## src/hw/rtl/clw_pkg.sv

```systemverilog
`timescale 1ns / 1ps
`default_nettype none
// ----------------------------------------------------------------------------
// clw_pkg
// Shared types and constants for the character LCD cursor writer.
// ----------------------------------------------------------------------------
package clw_pkg;

  typedef enum logic [1:0] {
    MODE_PUT    = 2'd0,
    MODE_GOTO   = 2'd1,
    MODE_CLEAR  = 2'd2,
    MODE_UNUSED = 2'd3
  } mode_t;

  localparam logic [7:0] CHAR_NEWLINE   = 8'h0A;
  localparam logic [7:0] ROW0_BASE      = 8'h80;
  localparam logic [7:0] ROW1_BASE      = 8'hC0;
  localparam logic [7:0] CMD_HOME       = 8'h02;
  localparam logic [7:0] CMD_DISPLAY_ON = 8'h0C;
  localparam logic [7:0] CMD_CLEAR      = 8'h01;
  localparam logic [5:0] COLUMNS_RESET  = 6'd16;

  localparam int QUEUE_DEPTH = 2;
  localparam int QUEUE_AW    = $clog2(QUEUE_DEPTH);

  // up to three bytes per transaction, each with its own register select
  typedef struct packed {
    logic [2:0][7:0] data;
    logic [2:0]      rs;
    logic [1:0]      count;
  } job_t;

  typedef struct packed {
    logic valid;
    job_t job;
  } head_t;

  function automatic logic [7:0] set_address(input logic [1:0] r, input logic [5:0] c,
                                             input logic [5:0] cols);
    logic [7:0] base;
    case (r)
      2'd0:    base = ROW0_BASE;
      2'd1:    base = ROW1_BASE;
      2'd2:    base = ROW0_BASE + {2'b00, cols};
      default: base = ROW1_BASE + {2'b00, cols};
    endcase
    return base + {2'b00, c};
  endfunction

endpackage
`default_nettype wire

```

## src/hw/rtl/clw_front.sv

```systemverilog
`timescale 1ns / 1ps
`default_nettype none
// ----------------------------------------------------------------------------
// clw_front
// Accepts commands, tracks the cursor and builds the byte list for each one.
// ----------------------------------------------------------------------------
module clw_front import clw_pkg::*; (
  input  wire logic       clk,
  input  wire logic       rst,
  input  wire logic       push,
  input  wire logic       q_full,
  input  wire logic [1:0] mode,
  input  wire logic [7:0] char_code,
  input  wire logic [5:0] column,
  input  wire logic [1:0] row,
  input  wire logic       write_enable,
  input  wire logic [5:0] columns_wdata,
  output logic            enq_valid,
  output job_t            enq_job
);

  logic [5:0] columns;
  logic [5:0] cursor_col;
  logic [1:0] cursor_row;
  logic [5:0] cursor_col_next;
  logic [1:0] cursor_row_next;
  logic [6:0] col_inc;
  logic       accept;
  logic       has_job;

  assign accept    = push && !q_full;
  assign enq_valid = accept && has_job;
  assign col_inc   = {1'b0, cursor_col} + 7'd1;

  always_comb begin
    cursor_col_next = cursor_col;
    cursor_row_next = cursor_row;
    has_job         = 1'b1;
    enq_job         = '0;
    unique case (mode_t'(mode))
      MODE_PUT: begin
        if (char_code == CHAR_NEWLINE) begin
          cursor_row_next  = cursor_row + 2'd1;
          cursor_col_next  = 6'd0;
          enq_job.data[0]  = set_address(cursor_row_next, 6'd0, columns);
          enq_job.count    = 2'd1;
        end else if (col_inc > {1'b0, columns}) begin
          cursor_row_next  = cursor_row + 2'd1;
          cursor_col_next  = 6'd1;
          enq_job.data[0]  = set_address(cursor_row_next, 6'd0, columns);
          enq_job.data[1]  = char_code;
          enq_job.rs[1]    = 1'b1;
          enq_job.count    = 2'd2;
        end else begin
          cursor_col_next  = col_inc[5:0];
          enq_job.data[0]  = char_code;
          enq_job.rs[0]    = 1'b1;
          enq_job.count    = 2'd1;
        end
      end
      MODE_GOTO: begin
        cursor_col_next = column;
        cursor_row_next = row;
        enq_job.data[0] = set_address(row, column, columns);
        enq_job.count   = 2'd1;
      end
      MODE_CLEAR: begin
        cursor_col_next = 6'd0;
        cursor_row_next = 2'd0;
        enq_job.data[0] = CMD_HOME;
        enq_job.data[1] = CMD_DISPLAY_ON;
        enq_job.data[2] = CMD_CLEAR;
        enq_job.count   = 2'd3;
      end
      default: begin
        has_job = 1'b0;
      end
    endcase
  end

  always_ff @(posedge clk) begin
    if (rst) begin
      columns    <= COLUMNS_RESET;
      cursor_col <= 6'd0;
      cursor_row <= 2'd0;
    end else begin
      if (write_enable) begin
        columns <= columns_wdata;
      end
      if (accept) begin
        cursor_col <= cursor_col_next;
        cursor_row <= cursor_row_next;
      end
    end
  end

  a_clear_homes: assert property (@(posedge clk) disable iff (rst)
    accept && mode == MODE_CLEAR |=> cursor_col == 6'd0 && cursor_row == 2'd0)
    else $error("cursor not homed after clear");

endmodule
`default_nettype wire

```

## src/hw/rtl/clw_queue.sv

```systemverilog
`timescale 1ns / 1ps
`default_nettype none
// ----------------------------------------------------------------------------
// clw_queue
// Short job queue between the command front and the nibble sequencer.
// ----------------------------------------------------------------------------
module clw_queue import clw_pkg::*; (
  input  wire logic clk,
  input  wire logic rst,
  input  wire logic enq_valid,
  input  wire job_t enq_job,
  output logic      full,
  input  wire logic deq,
  output head_t     head
);

  job_t                store [QUEUE_DEPTH];
  logic [QUEUE_AW-1:0] wr_ptr;
  logic [QUEUE_AW-1:0] rd_ptr;
  logic [QUEUE_AW:0]   count;
  logic                do_enq;
  logic                do_deq;

  assign full       = (count == (QUEUE_AW + 1)'(QUEUE_DEPTH));
  assign head.valid = (count != '0);
  assign head.job   = store[rd_ptr];
  assign do_enq     = enq_valid && !full;
  assign do_deq     = deq && head.valid;

  always_ff @(posedge clk) begin
    if (do_enq) begin
      store[wr_ptr] <= enq_job;
    end
  end

  always_ff @(posedge clk) begin
    if (rst) begin
      wr_ptr <= '0;
      rd_ptr <= '0;
      count  <= '0;
    end else begin
      if (do_enq) begin
        wr_ptr <= wr_ptr + 1'b1;
      end
      if (do_deq) begin
        rd_ptr <= rd_ptr + 1'b1;
      end
      if (do_enq && !do_deq) begin
        count <= count + 1'b1;
      end else if (do_deq && !do_enq) begin
        count <= count - 1'b1;
      end
    end
  end

  a_count_bound: assert property (@(posedge clk) disable iff (rst)
    count <= (QUEUE_AW + 1)'(QUEUE_DEPTH))
    else $error("job queue overflow");

endmodule
`default_nettype wire

```

## src/hw/rtl/clw_back.sv

```systemverilog
`timescale 1ns / 1ps
`default_nettype none
// ----------------------------------------------------------------------------
// clw_back
// Splits queued bytes into nibbles, high nibble first, into an output stage.
// ----------------------------------------------------------------------------
module clw_back import clw_pkg::*; (
  input  wire logic  clk,
  input  wire logic  rst,
  input  wire head_t head,
  output logic       deq,
  input  wire logic  pop,
  output logic       empty,
  output logic [3:0] nibble,
  output logic       reg_select,
  output logic       last
);

  logic [2:0] idx;
  logic [1:0] byte_sel;
  logic [7:0] cur_byte;
  logic       cur_last;
  logic       out_valid;
  logic       load;

  assign byte_sel = idx[2:1];
  assign cur_byte = head.job.data[byte_sel];
  assign cur_last = idx[0] && (byte_sel == head.job.count - 2'd1);
  assign load     = head.valid && (!out_valid || pop);
  assign deq      = load && cur_last;
  assign empty    = !out_valid;

  always_ff @(posedge clk) begin
    if (load) begin
      nibble     <= idx[0] ? cur_byte[3:0] : cur_byte[7:4];
      reg_select <= head.job.rs[byte_sel];
      last       <= cur_last;
    end
  end

  always_ff @(posedge clk) begin
    if (rst) begin
      idx       <= 3'd0;
      out_valid <= 1'b0;
    end else begin
      if (load) begin
        idx       <= cur_last ? 3'd0 : idx + 3'd1;
        out_valid <= 1'b1;
      end else if (pop) begin
        out_valid <= 1'b0;
      end
    end
  end

  a_idx_in_job: assert property (@(posedge clk) disable iff (rst)
    head.valid |-> byte_sel < head.job.count)
    else $error("nibble index past end of job");

  a_idx_restart: assert property (@(posedge clk) disable iff (rst)
    deq |=> idx == 3'd0)
    else $error("nibble index not reset after job");

  a_out_held: assert property (@(posedge clk) disable iff (rst)
    out_valid && !pop |=> out_valid && $stable(nibble) && $stable(last))
    else $error("waiting nibble changed");

endmodule
`default_nettype wire

```

## src/hw/rtl/char_lcd_cursor_writer.sv

```systemverilog
`timescale 1ns / 1ps
`default_nettype none
// accepted commands are queued, then the first nibble loads the output register
// throughput: one nibble per cycle while pop is high and jobs wait; a character
//   is 2 or 4 nibbles, a go-to or newline 2, and a clear 6; mode 3 makes none
// a two-entry job queue lets commands be taken while earlier ones drain
// reset: cursor at column 0 row 0, columns 16, queue and output empty
// ----------------------------------------------------------------------------
// char_lcd_cursor_writer
// Cursor-tracking command writer for a 4-bit character LCD bus.
// ----------------------------------------------------------------------------
module char_lcd_cursor_writer import clw_pkg::*; (
  input  wire logic       clk,
  input  wire logic       rst,
  input  wire logic       push,
  output logic            full,
  input  wire logic [1:0] mode,
  input  wire logic [7:0] char_code,
  input  wire logic [5:0] column,
  input  wire logic [1:0] row,
  input  wire logic       write_enable,
  input  wire logic [5:0] columns,
  output logic            empty,
  input  wire logic       pop,
  output logic [3:0]      nibble,
  output logic            reg_select,
  output logic            last
);

  logic  enq_valid;
  job_t  enq_job;
  head_t head;
  logic  deq;

  clw_front u_front (
    .clk           (clk),
    .rst           (rst),
    .push          (push),
    .q_full        (full),
    .mode          (mode),
    .char_code     (char_code),
    .column        (column),
    .row           (row),
    .write_enable  (write_enable),
    .columns_wdata (columns),
    .enq_valid     (enq_valid),
    .enq_job       (enq_job)
  );

  clw_queue u_queue (
    .clk       (clk),
    .rst       (rst),
    .enq_valid (enq_valid),
    .enq_job   (enq_job),
    .full      (full),
    .deq       (deq),
    .head      (head)
  );

  clw_back u_back (
    .clk        (clk),
    .rst        (rst),
    .head       (head),
    .deq        (deq),
    .pop        (pop),
    .empty      (empty),
    .nibble     (nibble),
    .reg_select (reg_select),
    .last       (last)
  );

endmodule
`default_nettype wire

```

## config.mk

```make
export PLATFORM = sky130hd
export DESIGN_NAME = char_lcd_cursor_writer
export DESIGN_NICKNAME = d
export VERILOG_FILES = /design/src/hw/rtl/clw_pkg.sv /design/src/hw/rtl/clw_front.sv /design/src/hw/rtl/clw_queue.sv /design/src/hw/rtl/clw_back.sv /design/src/hw/rtl/char_lcd_cursor_writer.sv
export SDC_FILE = /design/constraint.sdc
export NUM_CORES = 1
export LEC_CHECK = 0
export BUFFER_PORTS_ARGS = -buffer_cell sky130_fd_sc_hd__buf_2
export CORE_ASPECT_RATIO = 1.25
export CORE_UTILIZATION = 35
export CTS_CLUSTER_SIZE = 25
export DETAILED_ROUTE_END_ITERATION = 8
export PLACE_DENSITY = 0.63
export SLEW_MARGIN = 20
export SYNTH_ARGS = -nofsm -noshare
export SYNTH_HDL_FRONTEND = slang
export SYNTH_SLANG_ARGS = --single-unit
export TNS_END_PERCENT = 100
```

## constraint.sdc

```tcl
create_clock -name clk -period 7.6 [get_ports clk]
set_input_delay 1.14 -clock clk [delete_from_list [all_inputs] [get_ports clk]]
set_output_delay 1.14 -clock clk [all_outputs]
set_load 0.1 [all_outputs]
```

==> results by group <==
Status
  – Status: complete, no violations

Detailed routing
  – # DRC: 0
  – Final antenna-violating net count: 0
  – Vias per Instance: 5.22
  – Via Count: between 2,000 and 3,000
  – First drt pass iteration count: 4
  – Routed WL per cell: 16.3 um
  – Initial DRC count: 122
  – Routed WL: 8020 um

Die
  – Initial Utilization: 36.6%
  – Io pins: 37
  – Die Width: 94.7 um
  – Core Rows: 41
  – Die ar.: 0.0112 mm2
  – Die Ht: between 100 and 150 um
  – Core area: 0.0103 mm2

Yosys
  – Avg Cell Area, Syn: 11.6 um2
  – Cell Area, Synth: approximately 0.0038 mm2
  – Synth Register Bits: 71
  – Synth area leaders: edfxtp_1 (38%), dfxtp_1 (12%), ha_1 (7.7%), mux4_2 (5.4%), mux2i_1 (3.7%)
  – Synth warnings: 0
  – Post-synth top area share: between 30% and 40%
  – Netlist cell types: 59
  – Syn Nets: 376
  – EDFF count, synth: between 40 and 50
  – Register area share after synthesis: around half
  – Synth Instances: 323
  – Synth area leader: edfxtp_1
  – Synth async-reset ratio: 0%
  – Main flop type after synthesis: edfxtp_1

CTS
  – Clock Tree Root: clkbuf_16
  – Clk_lat worst skew: between 300 and 400 ps
  – Clock Path Buffers: 2
  – Post-cts sizing count: 0
  – Postcts setup bufs: 0
  – CTS tree: done
  – Clock Pin Slew Worst Setup and Hold Paths: ~50 ps
  – Sink Count: a little over 70
  – CTS H-tree depth: 3
  – Hold_buf cts: 0
  – Num CTS Buffers: 9

Power and ir drop
  – Pwr per Cell Area: 277 mW/mm2
  – Peak supply drop: 0.128 mV
  – Leakage Power: 1.70 nW

Setup path
  – Slowest cell on crit path: and2_1
  – Critical path class: in -> reg
  – CP arrival: 2980 ps
  – CP top delay family: simple AND/OR/NAND/NOR gates
  – Req. time, crit path: around 7600 ps
  – Worst path max stage delay: 770 ps
  – Crit path max fanout: 21
  – Crit. End Element: flop
  – Buf/Inv on CP: 2
  – Crit-path cells: buf_2 -> ha_1 -> or3b_1 -> inv_2 -> and2_1
  – Critical path launch point type: input pin

Finish
  – Share of cells above drive strength 1: a little under a fifth
  – Commonest non-fill, non-tap cell in the layout: edfxtp_1
  – Commonest cells after routing, fill and taps aside: edfxtp_1 (48), buf_2 (36), nor2_1 (23), ha_1 (23), dfxtp_1 (23)
  – Antenna Cells: 0
  – Synthesis-to-layout area growth: 15.2%
  – Fin nets: 411
  – Reg area: about 0.0019 mm2
  – Fillers: 995
  – Final core utilization: 42.2%
  – Area taken by multi-input logic gates: 0.00172 mm2

Timing
  – FMAX: 330 MHz
  – Setup-failing EPs final: 0
  – Post-route clock period utilization: 39.9%
  – Post-route setup TNS: 0 ps
  – RSZ-0062 raised after global routing: no
  – Slew @ Worst Pin: 923 ps
  – Slew Limit Fails: 0
  – Period minus WS final: 3030 ps
  – Rel. slew slack: 38.5%
  – Fin. Hold Viols: 0
  – Worst-case clock skew: between 7 and 8 ps

Placement
  – RePlAce Congestion: 0.851
  – Number of I/O port buffers: 36
  – Hpwl dp: 6100 um

Run
  – Max Cap Viol: 0

GRT
  – Largest net degree at the start of global routing: 22
  – Overflow after GRT: 0
  – Initial antenna violation count: 0
  – Global-route wire length before repair: 13,500 um
  – GRT Resource Usage Total: 16.0%
  – Vias in the first global route: 2,709

Worst hold path
  – Hold WC Path Type: reg -> reg
## worst paths after layout
check / depth (start not counted) / start / to / slack, ps
worst max register to register: 10 / u_front.cursor_col[0]$_SDFFE_PP0P_ / u_queue.store[0][8]$_DFFE_PP_ / 4590
worst min register to register: 2 / u_queue.rd_ptr$_SDFFE_PP0P_ / u_queue.rd_ptr$_SDFFE_PP0P_ / 500
worst max-delay path: 5 / mode[0] / u_queue.store[1][9]$_DFFE_PP_ / 4570
worst min-delay path: 2 / u_queue.rd_ptr$_SDFFE_PP0P_ / u_queue.rd_ptr$_SDFFE_PP0P_ / 500
## where the power goes
group          switching (mW)  leakage (nW)  internal [mW]
combinational           0.193         0.910         0.0897
clock                   0.154         0.144          0.260
sequential             0.0323         0.647          0.469
## synthesized netlist by cell type (2+ instances only)
cell	instances
and2_1	15
buf_2	3
o21bai_1	2
xnor2_1	4
a211oi_1	2
dfxtp_1	23
a21o_1	3
inv_1	18
edfxtp_1	48
xor2_1	8
o221ai_1	3
nor2_2	2
and3_1	4
buf_4	2
o211ai_1	2
o21ai_0	13
clkbuf_1	6
nor3_1	3
nand2b_1	3
nor2b_1	6
a221oi_1	4
mux2i_1	14
ha_1	23
nand3b_1	2
nor4_1	2
a21oi_1	12
nand3_1	14
a311o_1	2
o21a_1	4
nor2_1	23
mux4_2	9
nand2_1	17
## per-layer routing
metal	wire length [um]	track usage, %	vias up
li1	-	-	1266
met1	3300	18.9	1226
met2	4230	27.9	60
met3	285	2.97	17
met4	209	6.91	0
met5	0	0	-
## final cells by class
| cell class | instances | area share [%] |
|---|---|---|
| Clock buffer | 11 | 5.61 |
| Multi-Input combinational cell | 220 | 39.7 |
| Tap cell | 129 | 3.73 |
| Clock inverter | 5 | 1.10 |
| Timing Repair Buffer | 37 | 4.34 |
| Inverter | 19 | 1.65 |
| Sequential cell | 71 | 43.9 |
## registers in the layout, summed over array words and instances (netlist names), named ones only
name,count
u_back.idx,3
u_back.last,1
u_back.nibble,4
u_back.out_valid,1
u_back.reg_select,1
u_front.columns,6
u_front.cursor_col,6
u_front.cursor_row,2
u_queue.count,2
u_queue.rd_ptr,1
u_queue.store,42
u_queue.wr_ptr,1
## metrics by stage
stage | instances | power (mW) | hold slack [ps] | setup WS [ps] | cell area (um2)
6_report | 492 | 1.20 | 502 | 4570 | 4330
5_1_grt | 492 | 1.25 | 519 | 4360 | 4330
3_5_place_dp | 476 | 0.794 | 494 | 4210 | 4040
4_1_cts | 492 | 1.21 | 507 | 4550 | 4330
3_3_place_gp | 476 | 0.786 | 483 | 4250 | 4040
2_1_floorplan | 323 | 0.732 | 463 | 4450 | 3760
## cells by family after synthesis
family | count (synthesis) | synth area share, %
DFF | 71 | 50.6
xor gates and xnor gates | 12 | 2.80
AOI/OAI and AO/OA | 60 | 11.2
adders and majority gates | 24 | 8.19
buffers and inverters | 32 | 3.70
and+or+nand+nor | 100 | 14.1
muxes | 24 | 9.42
## worst min-delay path, stage by stage (launching register included)
cell and delay, ps:
dfxtp_1 320, xor2_1 80, nor2_1 70
No activity file was read; power rests on OpenSTA's default activity.
